## config.mk

```make
export PLATFORM = sky130hd
export DESIGN_NAME = bitmap_block_allocator
export DESIGN_NICKNAME = d
export VERILOG_FILES = /design/src/bba_pkg.sv /design/src/bba_ram.sv /design/src/bba_ctl.sv /design/src/bba_dp.sv /design/src/bitmap_block_allocator.sv
export SDC_FILE = /design/constraint.sdc
export NUM_CORES = 2
export LEC_CHECK = 0
export ABC_AREA = 1
export BUFFER_PORTS_ARGS = -buffer_cell sky130_fd_sc_hd__buf_2
export CORE_MARGIN = 3
export CORE_UTILIZATION = 63
export CTS_BUF_LIST = sky130_fd_sc_hd__clkbuf_16
export DETAILED_ROUTE_END_ITERATION = 10
export PLACE_DENSITY = 0.89
export SKIP_CTS_REPAIR_TIMING = 1
export SLEW_MARGIN = 5
export SYNTH_ARGS = -nofsm -noshare
export SYNTH_HDL_FRONTEND = slang
export SYNTH_SLANG_ARGS = --single-unit
```

## constraint.sdc

```tcl
create_clock -name clk -period 10.1 [get_ports clk]
set_input_delay 1.515 -clock clk [delete_from_list [all_inputs] [get_ports clk]]
set_output_delay 1.515 -clock clk [all_outputs]
set_load 0.01 [all_outputs]
```

## src/bba_pkg.sv

```systemverilog
// ----------------------------------------------------------------------------
// bba_pkg
// Types, widths and codes shared by the bitmap block allocator modules.
// ----------------------------------------------------------------------------
package bba_pkg;

  // field and datapath widths
  localparam int WORD_BITS   = 32;
  localparam int WORD_LSB_W  = 5;
  localparam int ADDR_W      = 48;
  localparam int SIZE_W      = 17;
  localparam int CNT_W       = 11;
  localparam int BIDX_W      = 10;
  localparam int TOT_W       = 32;
  localparam int PROD_W      = CNT_W + SIZE_W;
  localparam int DIV_K_W     = 4;
  localparam int SCAN_W      = CNT_W + 1 - WORD_LSB_W;
  localparam int CFG_IDX_W   = 2;
  localparam int CFG_DATA_W  = 48;

  // defaults and reset values
  localparam int DEF_MAX_BLOCKS  = 1024;
  localparam int RST_BLOCK_COUNT = 1024;
  localparam logic [SIZE_W-1:0]    RST_BLOCK_SIZE = 17'd64;
  localparam logic [ADDR_W-1:0]    RST_POOL_BASE  = '0;
  localparam logic [WORD_BITS-1:0] FULL_WORD      = '1;

  // request function codes
  localparam logic FUNC_ALLOC = 1'b0;
  localparam logic FUNC_FREE  = 1'b1;

  // register indexes
  localparam logic [CFG_IDX_W-1:0] REG_POOL_BASE   = 2'd0;
  localparam logic [CFG_IDX_W-1:0] REG_BLOCK_SIZE  = 2'd1;
  localparam logic [CFG_IDX_W-1:0] REG_BLOCK_COUNT = 2'd2;

  typedef enum logic [1:0] {
    ST_OK           = 2'd0,
    ST_NO_FREE      = 2'd1,
    ST_RANGE        = 2'd2,
    ST_ALREADY_FREE = 2'd3
  } status_t;

  typedef struct packed {
    logic              func;
    logic [ADDR_W-1:0] block_address;
  } bba_in_t;

  typedef struct packed {
    status_t           status;
    logic [BIDX_W-1:0] block_index;
    logic [ADDR_W-1:0] granted_address;
    logic [CNT_W-1:0]  free_blocks;
    logic [TOT_W-1:0]  alloc_total;
    logic [TOT_W-1:0]  release_total;
  } bba_out_t;

  typedef enum logic [3:0] {
    S_IDLE,
    S_DISPATCH,
    S_A_RD,
    S_A_CHK,
    S_A_TAKE,
    S_A_ADD,
    S_F_LIM,
    S_F_DIV,
    S_F_RD,
    S_F_CHK,
    S_DONE
  } ctl_state_t;

  // controller -> datapath
  typedef struct packed {
    logic    ld_req;
    logic    set_stat;
    status_t stat_code;
    logic    scan_inc;
    logic    a_take;
    logic    a_commit;
    logic    a_add;
    logic    f_sub;
    logic    div_init;
    logic    div_step;
    logic    f_commit;
    logic    out_load;
  } dp_cmd_t;

  // datapath -> controller
  typedef struct packed {
    logic is_free;
    logic free_zero;
    logic word_full;
    logic scan_last;
    logic idx_ok;
    logic range_err;
    logic div_last;
    logic bit_set;
    logic out_busy;
  } dp_stat_t;

endpackage

```

## src/bba_ram.sv

```systemverilog
// ----------------------------------------------------------------------------
// bba_ram
// Simple dual-port RAM: one write port, one read port with registered data.
// ----------------------------------------------------------------------------
module bba_ram #(
  parameter int WIDTH = 32,
  parameter int DEPTH = 32,
  localparam int AW   = (DEPTH > 1) ? $clog2(DEPTH) : 1
) (
  input  logic             clk,
  input  logic             we,
  input  logic [AW-1:0]    waddr,
  input  logic [WIDTH-1:0] wdata,
  input  logic [AW-1:0]    raddr,
  output logic [WIDTH-1:0] rdata
);

  logic [WIDTH-1:0] mem_r [DEPTH];

  // write port
  always_ff @(posedge clk) begin
    if (we) begin
      mem_r[waddr] <= wdata;
    end
  end

  // registered read
  always_ff @(posedge clk) begin
    rdata <= mem_r[raddr];
  end

endmodule

```

## src/bba_ctl.sv

```systemverilog
// ----------------------------------------------------------------------------
// bba_ctl
// Request sequencer: walks alloc scan, free division and result handoff.
// ----------------------------------------------------------------------------
module bba_ctl (
  input  logic              clk,
  input  logic              rst_n,
  input  logic              in_valid,
  output logic              in_stall,
  input  bba_pkg::dp_stat_t st,
  output bba_pkg::dp_cmd_t  cmd
);
  import bba_pkg::*;

  ctl_state_t state_r, state_nxt;

  // state register
  always_ff @(posedge clk) begin
    if (!rst_n) begin
      state_r <= S_IDLE;
    end else begin
      state_r <= state_nxt;
    end
  end

  // next state
  always_comb begin
    state_nxt = state_r;
    case (state_r)
      S_IDLE: begin
        if (in_valid) state_nxt = S_DISPATCH;
      end
      S_DISPATCH: begin
        if (st.is_free)        state_nxt = S_F_LIM;
        else if (st.free_zero) state_nxt = S_DONE;
        else                   state_nxt = S_A_RD;
      end
      S_A_RD: state_nxt = S_A_CHK;
      S_A_CHK: begin
        if (!st.word_full)     state_nxt = S_A_TAKE;
        else if (st.scan_last) state_nxt = S_DONE;
        else                   state_nxt = S_A_RD;
      end
      S_A_TAKE: begin
        state_nxt = st.idx_ok ? S_A_ADD : S_DONE;
      end
      S_A_ADD: state_nxt = S_DONE;
      S_F_LIM: begin
        state_nxt = st.range_err ? S_DONE : S_F_DIV;
      end
      S_F_DIV: begin
        if (st.div_last) state_nxt = S_F_RD;
      end
      S_F_RD:  state_nxt = S_F_CHK;
      S_F_CHK: state_nxt = S_DONE;
      S_DONE: begin
        if (!st.out_busy) state_nxt = S_IDLE;
      end
      default: state_nxt = S_IDLE;
    endcase
  end

  // command outputs
  always_comb begin
    cmd           = '0;
    cmd.stat_code = ST_OK;
    in_stall      = 1'b1;
    case (state_r)
      S_IDLE: begin
        in_stall   = 1'b0;
        cmd.ld_req = in_valid;
      end
      S_DISPATCH: begin
        if (st.is_free) begin
          cmd.f_sub = 1'b1;
        end else if (st.free_zero) begin
          cmd.set_stat  = 1'b1;
          cmd.stat_code = ST_NO_FREE;
        end
      end
      S_A_CHK: begin
        if (!st.word_full) begin
          cmd.a_take = 1'b1;
        end else if (st.scan_last) begin
          cmd.set_stat  = 1'b1;
          cmd.stat_code = ST_NO_FREE;
        end else begin
          cmd.scan_inc = 1'b1;
        end
      end
      S_A_TAKE: begin
        if (st.idx_ok) begin
          cmd.a_commit = 1'b1;
        end else begin
          cmd.set_stat  = 1'b1;
          cmd.stat_code = ST_NO_FREE;
        end
      end
      S_A_ADD: cmd.a_add = 1'b1;
      S_F_LIM: begin
        if (st.range_err) begin
          cmd.set_stat  = 1'b1;
          cmd.stat_code = ST_RANGE;
        end else begin
          cmd.div_init = 1'b1;
        end
      end
      S_F_DIV: cmd.div_step = 1'b1;
      S_F_CHK: begin
        if (st.bit_set) begin
          cmd.f_commit = 1'b1;
        end else begin
          cmd.set_stat  = 1'b1;
          cmd.stat_code = ST_ALREADY_FREE;
        end
      end
      S_DONE: cmd.out_load = !st.out_busy;
      default: ;
    endcase
  end

endmodule

```

## src/bba_dp.sv

```systemverilog
// ----------------------------------------------------------------------------
// bba_dp
// Allocator datapath: registers, bitmap RAM, address multiply and divide.
// ----------------------------------------------------------------------------
module bba_dp #(
  parameter int MAX_BLOCKS = bba_pkg::DEF_MAX_BLOCKS
) (
  input  logic                                clk,
  input  logic                                rst_n,
  input  bba_pkg::bba_in_t                    in_data,
  input  logic                                cfg_valid,
  input  logic [bba_pkg::CFG_IDX_W-1:0]       cfg_index,
  input  logic [bba_pkg::CFG_DATA_W-1:0]      cfg_data,
  output logic                                out_valid,
  input  logic                                out_stall,
  output bba_pkg::bba_out_t                   out_data,
  input  bba_pkg::dp_cmd_t                    cmd,
  output bba_pkg::dp_stat_t                   st
);
  import bba_pkg::*;

  // a written count never exceeds the 11-bit register, so storage stops there
  localparam int CLAMP  = (MAX_BLOCKS < 2**CNT_W - 1) ? MAX_BLOCKS : 2**CNT_W - 1;
  localparam int NWORDS = (CLAMP + WORD_BITS - 1) / WORD_BITS;
  localparam int WA_W   = (NWORDS > 1) ? $clog2(NWORDS) : 1;
  localparam logic [CNT_W-1:0] CLAMP_CNT = CNT_W'(CLAMP);
  localparam logic [CNT_W-1:0] RST_CNT =
    CNT_W'((RST_BLOCK_COUNT > MAX_BLOCKS) ? MAX_BLOCKS : RST_BLOCK_COUNT);

  // configuration
  logic [ADDR_W-1:0] base_r;
  logic [SIZE_W-1:0] size_r;     // zero already mapped to one
  logic [CNT_W-1:0]  count_r;

  // request context
  logic              func_r;
  logic [ADDR_W-1:0] addr_r;
  status_t           status_r;
  logic [SCAN_W-1:0] scan_w_r;
  logic [CNT_W-1:0]  idx_r;
  logic [WORD_BITS-1:0] word_r;
  logic [PROD_W-1:0] prod_r;
  logic [ADDR_W-1:0] granted_r;
  logic [ADDR_W-1:0] diff_r;
  logic              below_r;
  logic [PROD_W-1:0] rem_r;
  logic [DIV_K_W-1:0] k_r;

  // counts and bitmap valid bits
  logic [CNT_W-1:0]  free_cnt_r;
  logic [TOT_W-1:0]  alloc_cnt_r;
  logic [TOT_W-1:0]  rel_cnt_r;
  logic [NWORDS-1:0] vld_r;
  logic              vld_q_r;

  // output register
  logic     out_valid_r;
  bba_out_t out_r;

  logic [WA_W-1:0]      ram_waddr, ram_raddr;
  logic [WORD_BITS-1:0] ram_q, ram_wdata, rd_word, zero_1h, bit_mask;
  logic                 ram_we;
  logic [WORD_LSB_W-1:0] lzb;
  logic [CNT_W-1:0]     idx_cand;
  logic [SCAN_W-1:0]    words;
  logic [CNT_W:0]       cnt_round;
  logic [PROD_W-1:0]    mul_a, trial;
  logic [CNT_W-1:0]     cfg_cnt;

  // ---- bitmap storage ----
  assign ram_waddr = idx_r[WORD_LSB_W +: WA_W];
  assign ram_raddr = func_r ? ram_waddr : scan_w_r[WA_W-1:0];
  assign bit_mask  = WORD_BITS'(1) << idx_r[WORD_LSB_W-1:0];
  assign ram_we    = cmd.a_commit || cmd.f_commit;
  assign ram_wdata = cmd.a_commit ? (word_r | bit_mask) : (rd_word & ~bit_mask);

  bba_ram #(
    .WIDTH (WORD_BITS),
    .DEPTH (NWORDS)
  ) u_ram (
    .clk   (clk),
    .we    (ram_we),
    .waddr (ram_waddr),
    .wdata (ram_wdata),
    .raddr (ram_raddr),
    .rdata (ram_q)
  );

  // a word never written since the last clear reads as all free
  assign rd_word = vld_q_r ? ram_q : '0;

  // lowest clear bit: isolate it, then encode
  assign zero_1h = ~rd_word & (rd_word + WORD_BITS'(1));
  always_comb begin
    lzb = '0;
    for (int i = 0; i < WORD_BITS; i++) begin
      if (zero_1h[i]) lzb = lzb | WORD_LSB_W'(i);
    end
  end
  assign idx_cand = CNT_W'({scan_w_r, lzb});

  // words covering the pool
  assign cnt_round = {1'b0, count_r} + (CNT_W + 1)'(WORD_BITS - 1);
  assign words     = SCAN_W'(cnt_round >> WORD_LSB_W);

  // shared multiplier operand and divider trial value
  assign mul_a = func_r ? PROD_W'(count_r) : PROD_W'(idx_r);
  assign trial = PROD_W'(size_r) << k_r;

  // clamp of a written block count
  assign cfg_cnt = (cfg_data[CNT_W-1:0] > CLAMP_CNT) ? CLAMP_CNT : cfg_data[CNT_W-1:0];

  // ---- status to controller ----
  always_comb begin
    st.is_free   = func_r;
    st.free_zero = (free_cnt_r == '0);
    st.word_full = (rd_word == FULL_WORD);
    st.scan_last = ((scan_w_r + SCAN_W'(1)) >= words);
    st.idx_ok    = (idx_r < count_r);
    st.range_err = below_r || (diff_r >= ADDR_W'(prod_r));
    st.div_last  = (k_r == '0);
    st.bit_set   = rd_word[idx_r[WORD_LSB_W-1:0]];
    st.out_busy  = out_valid_r && out_stall;
  end

  // ---- configuration registers ----
  always_ff @(posedge clk) begin
    if (!rst_n) begin
      base_r  <= RST_POOL_BASE;
      size_r  <= RST_BLOCK_SIZE;
      count_r <= RST_CNT;
    end else if (cfg_valid) begin
      case (cfg_index)
        REG_POOL_BASE:   base_r <= cfg_data[ADDR_W-1:0];
        REG_BLOCK_SIZE:  size_r <= (cfg_data[SIZE_W-1:0] == '0) ? SIZE_W'(1)
                                                                 : cfg_data[SIZE_W-1:0];
        REG_BLOCK_COUNT: count_r <= cfg_cnt;
        default: ;
      endcase
    end
  end

  // ---- counters and valid bits ----
  always_ff @(posedge clk) begin
    if (!rst_n) begin
      free_cnt_r  <= RST_CNT;
      alloc_cnt_r <= '0;
      rel_cnt_r   <= '0;
      vld_r       <= '0;
    end else if (cfg_valid && cfg_index == REG_BLOCK_COUNT) begin
      free_cnt_r <= cfg_cnt;
      vld_r      <= '0;
    end else begin
      if (cmd.a_commit) begin
        free_cnt_r  <= free_cnt_r - CNT_W'(1);
        alloc_cnt_r <= alloc_cnt_r + TOT_W'(1);
      end
      if (cmd.f_commit) begin
        free_cnt_r <= free_cnt_r + CNT_W'(1);
        rel_cnt_r  <= rel_cnt_r + TOT_W'(1);
      end
      if (ram_we) vld_r[ram_waddr] <= 1'b1;
    end
  end

  always_ff @(posedge clk) begin
    vld_q_r <= vld_r[ram_raddr];
  end

  // ---- request working registers ----
  always_ff @(posedge clk) begin
    if (cmd.ld_req) begin
      func_r   <= in_data.func;
      addr_r   <= in_data.block_address;
      status_r <= ST_OK;
      scan_w_r <= '0;
    end
    if (cmd.set_stat) status_r <= cmd.stat_code;
    if (cmd.scan_inc) scan_w_r <= scan_w_r + SCAN_W'(1);
    if (cmd.a_take) begin
      idx_r  <= idx_cand;
      word_r <= rd_word;
    end
    // block address offset on alloc, pool limit on free
    if (cmd.a_commit || cmd.f_sub) prod_r <= mul_a * PROD_W'(size_r);
    if (cmd.a_add) granted_r <= base_r + ADDR_W'(prod_r);
    if (cmd.f_sub) begin
      diff_r  <= addr_r - base_r;
      below_r <= (addr_r < base_r);
    end
    // restoring division, one quotient bit per cycle
    if (cmd.div_init) begin
      rem_r <= diff_r[PROD_W-1:0];
      idx_r <= '0;
      k_r   <= DIV_K_W'(CNT_W - 1);
    end
    if (cmd.div_step) begin
      if (rem_r >= trial) begin
        rem_r      <= rem_r - trial;
        idx_r[k_r] <= 1'b1;
      end
      k_r <= k_r - DIV_K_W'(1);
    end
  end

  // ---- result register ----
  always_ff @(posedge clk) begin
    if (!rst_n) begin
      out_valid_r <= 1'b0;
    end else if (cmd.out_load) begin
      out_valid_r <= 1'b1;
    end else if (out_valid_r && !out_stall) begin
      out_valid_r <= 1'b0;
    end
  end

  always_ff @(posedge clk) begin
    if (cmd.out_load) begin
      out_r.status      <= status_r;
      out_r.block_index <= (status_r == ST_OK || status_r == ST_ALREADY_FREE)
                           ? idx_r[BIDX_W-1:0] : '0;
      out_r.granted_address <= (status_r == ST_OK && func_r == FUNC_ALLOC)
                               ? granted_r : '0;
      out_r.free_blocks   <= free_cnt_r;
      out_r.alloc_total   <= alloc_cnt_r;
      out_r.release_total <= rel_cnt_r;
    end
  end

  assign out_valid = out_valid_r;
  assign out_data  = out_r;

endmodule

```

## src/bitmap_block_allocator.sv

```systemverilog
// ----------------------------------------------------------------------------
// bitmap_block_allocator: fixed-block pool allocator over a used-bit bitmap
// Alloc: scans bitmap words from word 0, up to ceil(block_count/32) of them,
//   each word read from the RAM in S_A_RD and checked in S_A_CHK.
// Free: the address maps to an index through an 11-step quotient loop. One request at a time.
// Reset (sync, active low) clears counters and word valid bits and restores the config registers at once.
// ----------------------------------------------------------------------------
module bitmap_block_allocator #(
  parameter int MAX_BLOCKS = bba_pkg::DEF_MAX_BLOCKS
) (
  input  logic                           clk,
  input  logic                           rst_n,
  input  logic                           in_valid,
  output logic                           in_stall,
  input  bba_pkg::bba_in_t               in_data,
  output logic                           out_valid,
  input  logic                           out_stall,
  output bba_pkg::bba_out_t              out_data,
  input  logic                           cfg_valid,
  output logic                           cfg_ready,
  input  logic [bba_pkg::CFG_IDX_W-1:0]  cfg_index,
  input  logic [bba_pkg::CFG_DATA_W-1:0] cfg_data
);
  import bba_pkg::*;

  dp_cmd_t  cmd;
  dp_stat_t st;

  // register writes are always accepted
  assign cfg_ready = 1'b1;

  // sequencer
  bba_ctl u_ctl (
    .clk      (clk),
    .rst_n    (rst_n),
    .in_valid (in_valid),
    .in_stall (in_stall),
    .st       (st),
    .cmd      (cmd)
  );

  // datapath
  bba_dp #(
    .MAX_BLOCKS (MAX_BLOCKS)
  ) u_dp (
    .clk       (clk),
    .rst_n     (rst_n),
    .in_data   (in_data),
    .cfg_valid (cfg_valid && cfg_ready),
    .cfg_index (cfg_index),
    .cfg_data  (cfg_data),
    .out_valid (out_valid),
    .out_stall (out_stall),
    .out_data  (out_data),
    .cmd       (cmd),
    .st        (st)
  );

endmodule

```

Yosys cells after proc, flatten, opt, wreduce, memory -nomap -nowiden
Memory sizes are Yosys's and may differ from the RTL's. A register that Yosys moved wholly into a read port is not among the register bits.
Cells that the tools add are included.
{ "classes": {"mul": 1, "mux": 164, "shift": 2, "n_div": 0, "magnitude_cmp": 12, "n_bitwise": 8, "n_eq_ne": 27, "add_sub_neg": 11, "n_reduce_logical": 28} }
{ "op_table": {"columns": ["op", "count"], "rows": [
  ["$mux 32", 17],
  ["$mux 48", 5],
  ["$mux 11", 20],
  ["$mux 4", 30],
  ["$mux 28", 4],
  ["$mux 17", 6],
  ["$add 32x1->32 const B", 3],
  ["$mux 5", 17],
  ["$and 32x32->32", 2],
  ["$not 32->32", 2],
  ["$or 32x32->32", 2],
  ["$mux 3", 18],
  ["$add 48x28->48", 1],
  ["$ge 48x28->1", 1],
  ["$lt 48x48->1", 1],
  ["$sub 48x48->48", 1],
  ["$pmux 4 s10", 1],
  ["$mux 1", 34],
  ["$eq 32x32->1 const B", 1],
  ["$shl 1x5->32 const A", 1],
  ["$ge 28x28->1", 1],
  ["$mul 28x17->28", 1],
  ["$shl 17x4->28", 1],
  ["$sub 28x28->28", 1],
  ["41 further kinds", 82]
]} }
{ "word_totals": {"romBits": 0, "latchBits": 0, "memories": 1, "out_inout_bits": 138, "wordCells": 282, "ff_bits": 582, "ramBits": 1024} }
{ "mem_list": {"columns": ["memory", "depth", "word_bits", "rd", "rd_clocked_by_memory_dff", "wr", "line_no", "source"], "rows": [
  ["u_dp.u_ram.mem_r", 32, 32, 1, 1, 1, "bba_ram.sv:18", "logic [WIDTH-1:0] mem_r [DEPTH];"]
]} }

Logic depth before layout (Yosys ltp)
{ "logic_depth": {"ltp_word": 40, "depth_mapped": 28, "mapped_depth_nobuf": 26} }

Cells and area by module
Synthesis repeated with hierarchy kept, for this count alone.
{ "unflattened": {"hier_cells": 8279, "area_unflattened_um2": 80987.7} }
{ "by_module_without_submodules": {"columns": ["mod", "seq_area_each_um2", "area_each_um2", "cells_per_inst", "instances"], "rows": [
  ["bba_ram", 31390.1, 42405.7, 3536, 1],
  ["bba_dp", 15114.5, 38101.5, 4655, 1],
  ["bba_ctl", 80.1, 469.2, 86, 1],
  ["bitmap_block_allocator", 0.0, 11.3, 2, 1]
]} }

Worst setup path before layout
No wires, ideal clock.
{ "synth_path": {"kind": "input to register", "startpoint": "in out_stall", "endpoint": "reg u_dp.out_r, in the netlist u_dp.out_data[0] (enable)", "arrival_ns": 7.216, "setup_slack_ns": 2.251, "setup_time_ns": 0.632, "stages": 3, "n_path_buf": 0, "path_cell_list": "nand2_1 -> inv_1 -> nor2_1"} }
{ "synth_lines": {"columns": ["element", "line_no", "source"], "rows": [
  ["start: declaration", "bitmap_block_allocator.sv:17", "input logic out_stall,"],
  ["end: declaration", "bba_dp.sv:58", "bba_out_t out_r;"]
]} }

Worst setup path in the final report
{ "layout_path": {"startpoint": "reg u_dp.idx_r[2]", "endpoint": "reg u_dp.prod_r[20] (data pin)"} }
{ "layout_via": {"elab_chain_cells": 2} }
{ "layout_rtl": {"columns": ["element", "line_no", "source"], "rows": [
  ["start: declaration", "bba_dp.sv:40", "logic [CNT_W-1:0] idx_r;"],
  ["start signal: assignment", "bba_dp.sv:181", "idx_r <= idx_cand;"],
  ["$mux 11", "bba_dp.sv:107", "assign mul_a = func_r ? PROD_W'(count_r) : PROD_W'(idx_r);"],
  ["$mul 28x17->28", "bba_dp.sv:185", "if (cmd.a_commit || cmd.f_sub) prod_r <= mul_a * PROD_W'(size_r);"],
  ["end signal: assignment", "bba_dp.sv:185", null],
  ["end: declaration", "bba_dp.sv:42", "logic [PROD_W-1:0] prod_r;"]
]} }
Every way passes these cells.
A chain may end at the register's enable or synchronous reset.

==> reports/results.txt <==
Worst Path Required - 10.64 ns
Seq/Total Area, Yosys - 0.586
warnings from Yosys - 0
top cell type's share of synthesized area - 0.521
worst skew pair latency - 0.86 ns
worst hold path type - reg2reg
CP endpoint kind - register
Yosys top cell by area - edfxtp_1
post-placement cell area - 0.0826 mm²
Post-Layout Cell Count - 9723
drt pass-1 iters - 7
Vias per Instance - 6.49
vias in the first global route - 60700
Clock Sinks - 1638
final clock skew - 0.0759 ns
Rel. slew slack - 0.138
Main synth FF type - edfxtp_1
layout cells sized above 1 - 0.0858
Worst Path Max Fanout - 22
maximum clock rate - 138 MHz
async set-reset flop share out of synthesis - 0
CP top delay family - adder cells
Synth Instances - 7793
Die ar. - 0.130 mm²
Top Ports - 242
Buf/Inv on CP - 5
initial antenna violation count - 5
grt total ovfl - 0
max-cap violation count - 0
Initial Util - 0.638
syn_area_per_cell - 10.2 µm²
die height - 361 µm
Pins Over Slew Limit - 0
most area-consuming cells after synthesis - edfxtp_1, dfxtp_1, nor2_1
number of buffers added on ports - 240
VDD IR max - 0.283 mV
crit path max-delay cell type - dfxtp_1
fin area - 0.0880 mm²
Core ar. - 0.124 mm²
WHS - 0.429 ns
total CTS buffers - 163
Post-Route WL - 242000 µm
Root Buffer - clkbuf_16
Placed Cells incl. Taps - 9417
RSZ-0062 raised after global routing - no
syn nets - 8267
Avg WL per Cell - 24.9 µm
Final Cycle Share - 0.716
cell with the most instances after synthesis - edfxtp_1
Area growth syn-to-layout - 10.7%
CP cell instances - inv_1 > nand2_1 > nand2_1 > inv_1 > nand2_1 > fa_1 > fa_1 > fa_1 > inv_1 > fa_1 > inv_1 > fa_1 > inv_1 > ha_1 > a21oi_1 > o21ai_0 > nand2_1 > o211ai_1 > a31oi_1 > o21bai_1 > nand3_1 > nand2_1 > nand2_1 > nand2_1
Cell Area, Synth - 0.0794 mm²
Worst path max stage delay - 0.77 ns
vias - 63100
Setup TNS - 0 ns
total power - 0.0242 W
H-tree levels - 4
detailed placement HPWL - 148000 µm
global-route wire length before repair - 361000 µm
DRC errors left - 0
Static Leak - 33.3 nW
routability cong. - 1.01
startpoint types - register
num rows - 129
most frequent cells after synthesis - edfxtp_1, nor2_1, nand2_1
Slew @ Worst Pin - 1.29 ns
Yosys reg bits - 1638
nets@finish - 8419
pwr/cell area - 275 mW/mm²
clock tree buffer depth - 3
Final Hold Fails - 0
Post-synth EDFFs - 1378
status - complete, no violations
antenna-violating nets left - 0
GRT Util Overall - 0.363
Tmin final - 7.23 ns
most frequent CP cell - nand2_1
CTS tree - yes
largest net degree at the start of global routing - 229
final setup fails - 0
post-synth cell types - 58
die width - 361 µm
clock slew seen by the registers of the worst setup and hold paths - 0.06 ns
Initial DRC Count - 10200
crit path DAT - 7.77 ns
Setup CP Type - reg2reg
## metrics by stage
step	utilization	setup WS [ns]
floorplan	-	2.25
global placement	0.663	3.23
detailed placement	0.663	3.13
CTS	0.707	3.06
global route	0.707	2.57
finish	0.707	2.87
## flip-flops by register name, summed over array words and instances, names as in the netlist, 32 cells and up
name / cells
u_dp.rel_cnt_r: 32
u_dp.out_data: 135
u_dp.vld_r: 32
u_dp.base_r: 48
u_dp.u_ram.mem_r: 1024
u_dp.diff_r: 48
u_dp.word_r: 32
u_dp.addr_r: 48
u_dp.u_ram.rdata: 32
u_dp.granted_r: 48
u_dp.alloc_cnt_r: 32
## cell type report
| type | instances | area (µm²) |
|---|---|---|
| Fill cell | 8400 | 36500 |
| Sequential cell | 1638 | 46600 |
| Clock buffer | 164 | 4100 |
| Timing Repair Buffer | 341 | 2010 |
| Clock inverter | 141 | 1270 |
| Antenna cell | 1 | 2.50 |
| Multi-Input combinational cell | 4972 | 28800 |
| Inverter | 829 | 3120 |
| Tap cell | 1637 | 2050 |
## routing by layer
| metal | vias to the layer above | part of all wire | GRT usage |
|---|---|---|---|
| li1 | 27500 | - | - |
| met5 | - | 0.000054 | 0 |
| met2 | 5001 | 0.46 | 0.572 |
| met3 | 1029 | 0.13 | 0.0844 |
| met4 | 2 | 0.059 | 0.187 |
| met1 | 29600 | 0.35 | 0.476 |
## worst register-to-register path: cells and delay by family (launching register included)
kind	cells	cell delay, ns
fa+ha+maj	6	3.09
buf+inv	5	1.26
compound gates	5	0.96
flops	1	0.77
simple gates	8	0.88
## worst paths after layout
kind	from	endpoint	slack, ns	cells after the start
min	u_dp.alloc_cnt_r[23]	u_dp.out_data[55]	0.43	0
max	u_dp.idx_r[2]	u_dp.prod_r[20]	2.87	24
max reg2reg	u_dp.idx_r[2]	u_dp.prod_r[20]	2.87	24
min reg2reg	u_dp.alloc_cnt_r[23]	u_dp.out_data[55]	0.43	0
## cell families (layout without fill, tap and decap cells)
logic type	count (synthesis)	count (layout)	share of synthesized area
AND/OR/NAND/NOR	2691	2691	0.139
buffers and inverters	1183	1475	0.0577
multiplexers	8	8	0.00101
adder cells (fa/ha/maj)	370	370	0.0713
other	1	2	0.0000472
XOR/XNOR	177	177	0.0195
AO/OA/AOI/OAI	1725	1725	0.125
flip-flops	1638	1638	0.586
## where the power goes
group / switching (W) / leakage, nW / internal (W)
clock network: 0.00273 / 2.77 / 0.00338
registers: 0.000433 / 14.7 / 0.00879
logic: 0.00645 / 15.8 / 0.00241
total: 0.00961 / 33.3 / 0.0146
## placed cells by master (no fill, tap or decap), types with 17 or more instances in the layout
master and count:
buf_4 98, o22ai_1 80, clkinv_1 39, a21oi_1 364, buf_2 239, xnor2_1 50, a31oi_1 60, clkinv_2 20
xor2_1 127, edfxtp_1 1378, a31oi_2 17, o221ai_1 191, nor4_1 24, clkbuf_16 164, nand2_1 917, nor2_1 1195
o21ai_0 858, ha_1 232, inv_2 20, nand4_1 81, fa_1 138, o211ai_1 40, dfxtp_1 260, inv_1 847
nand3_1 314, nor2_4 29, nor3_1 78
No activity file was read; power rests on OpenSTA's default activity.
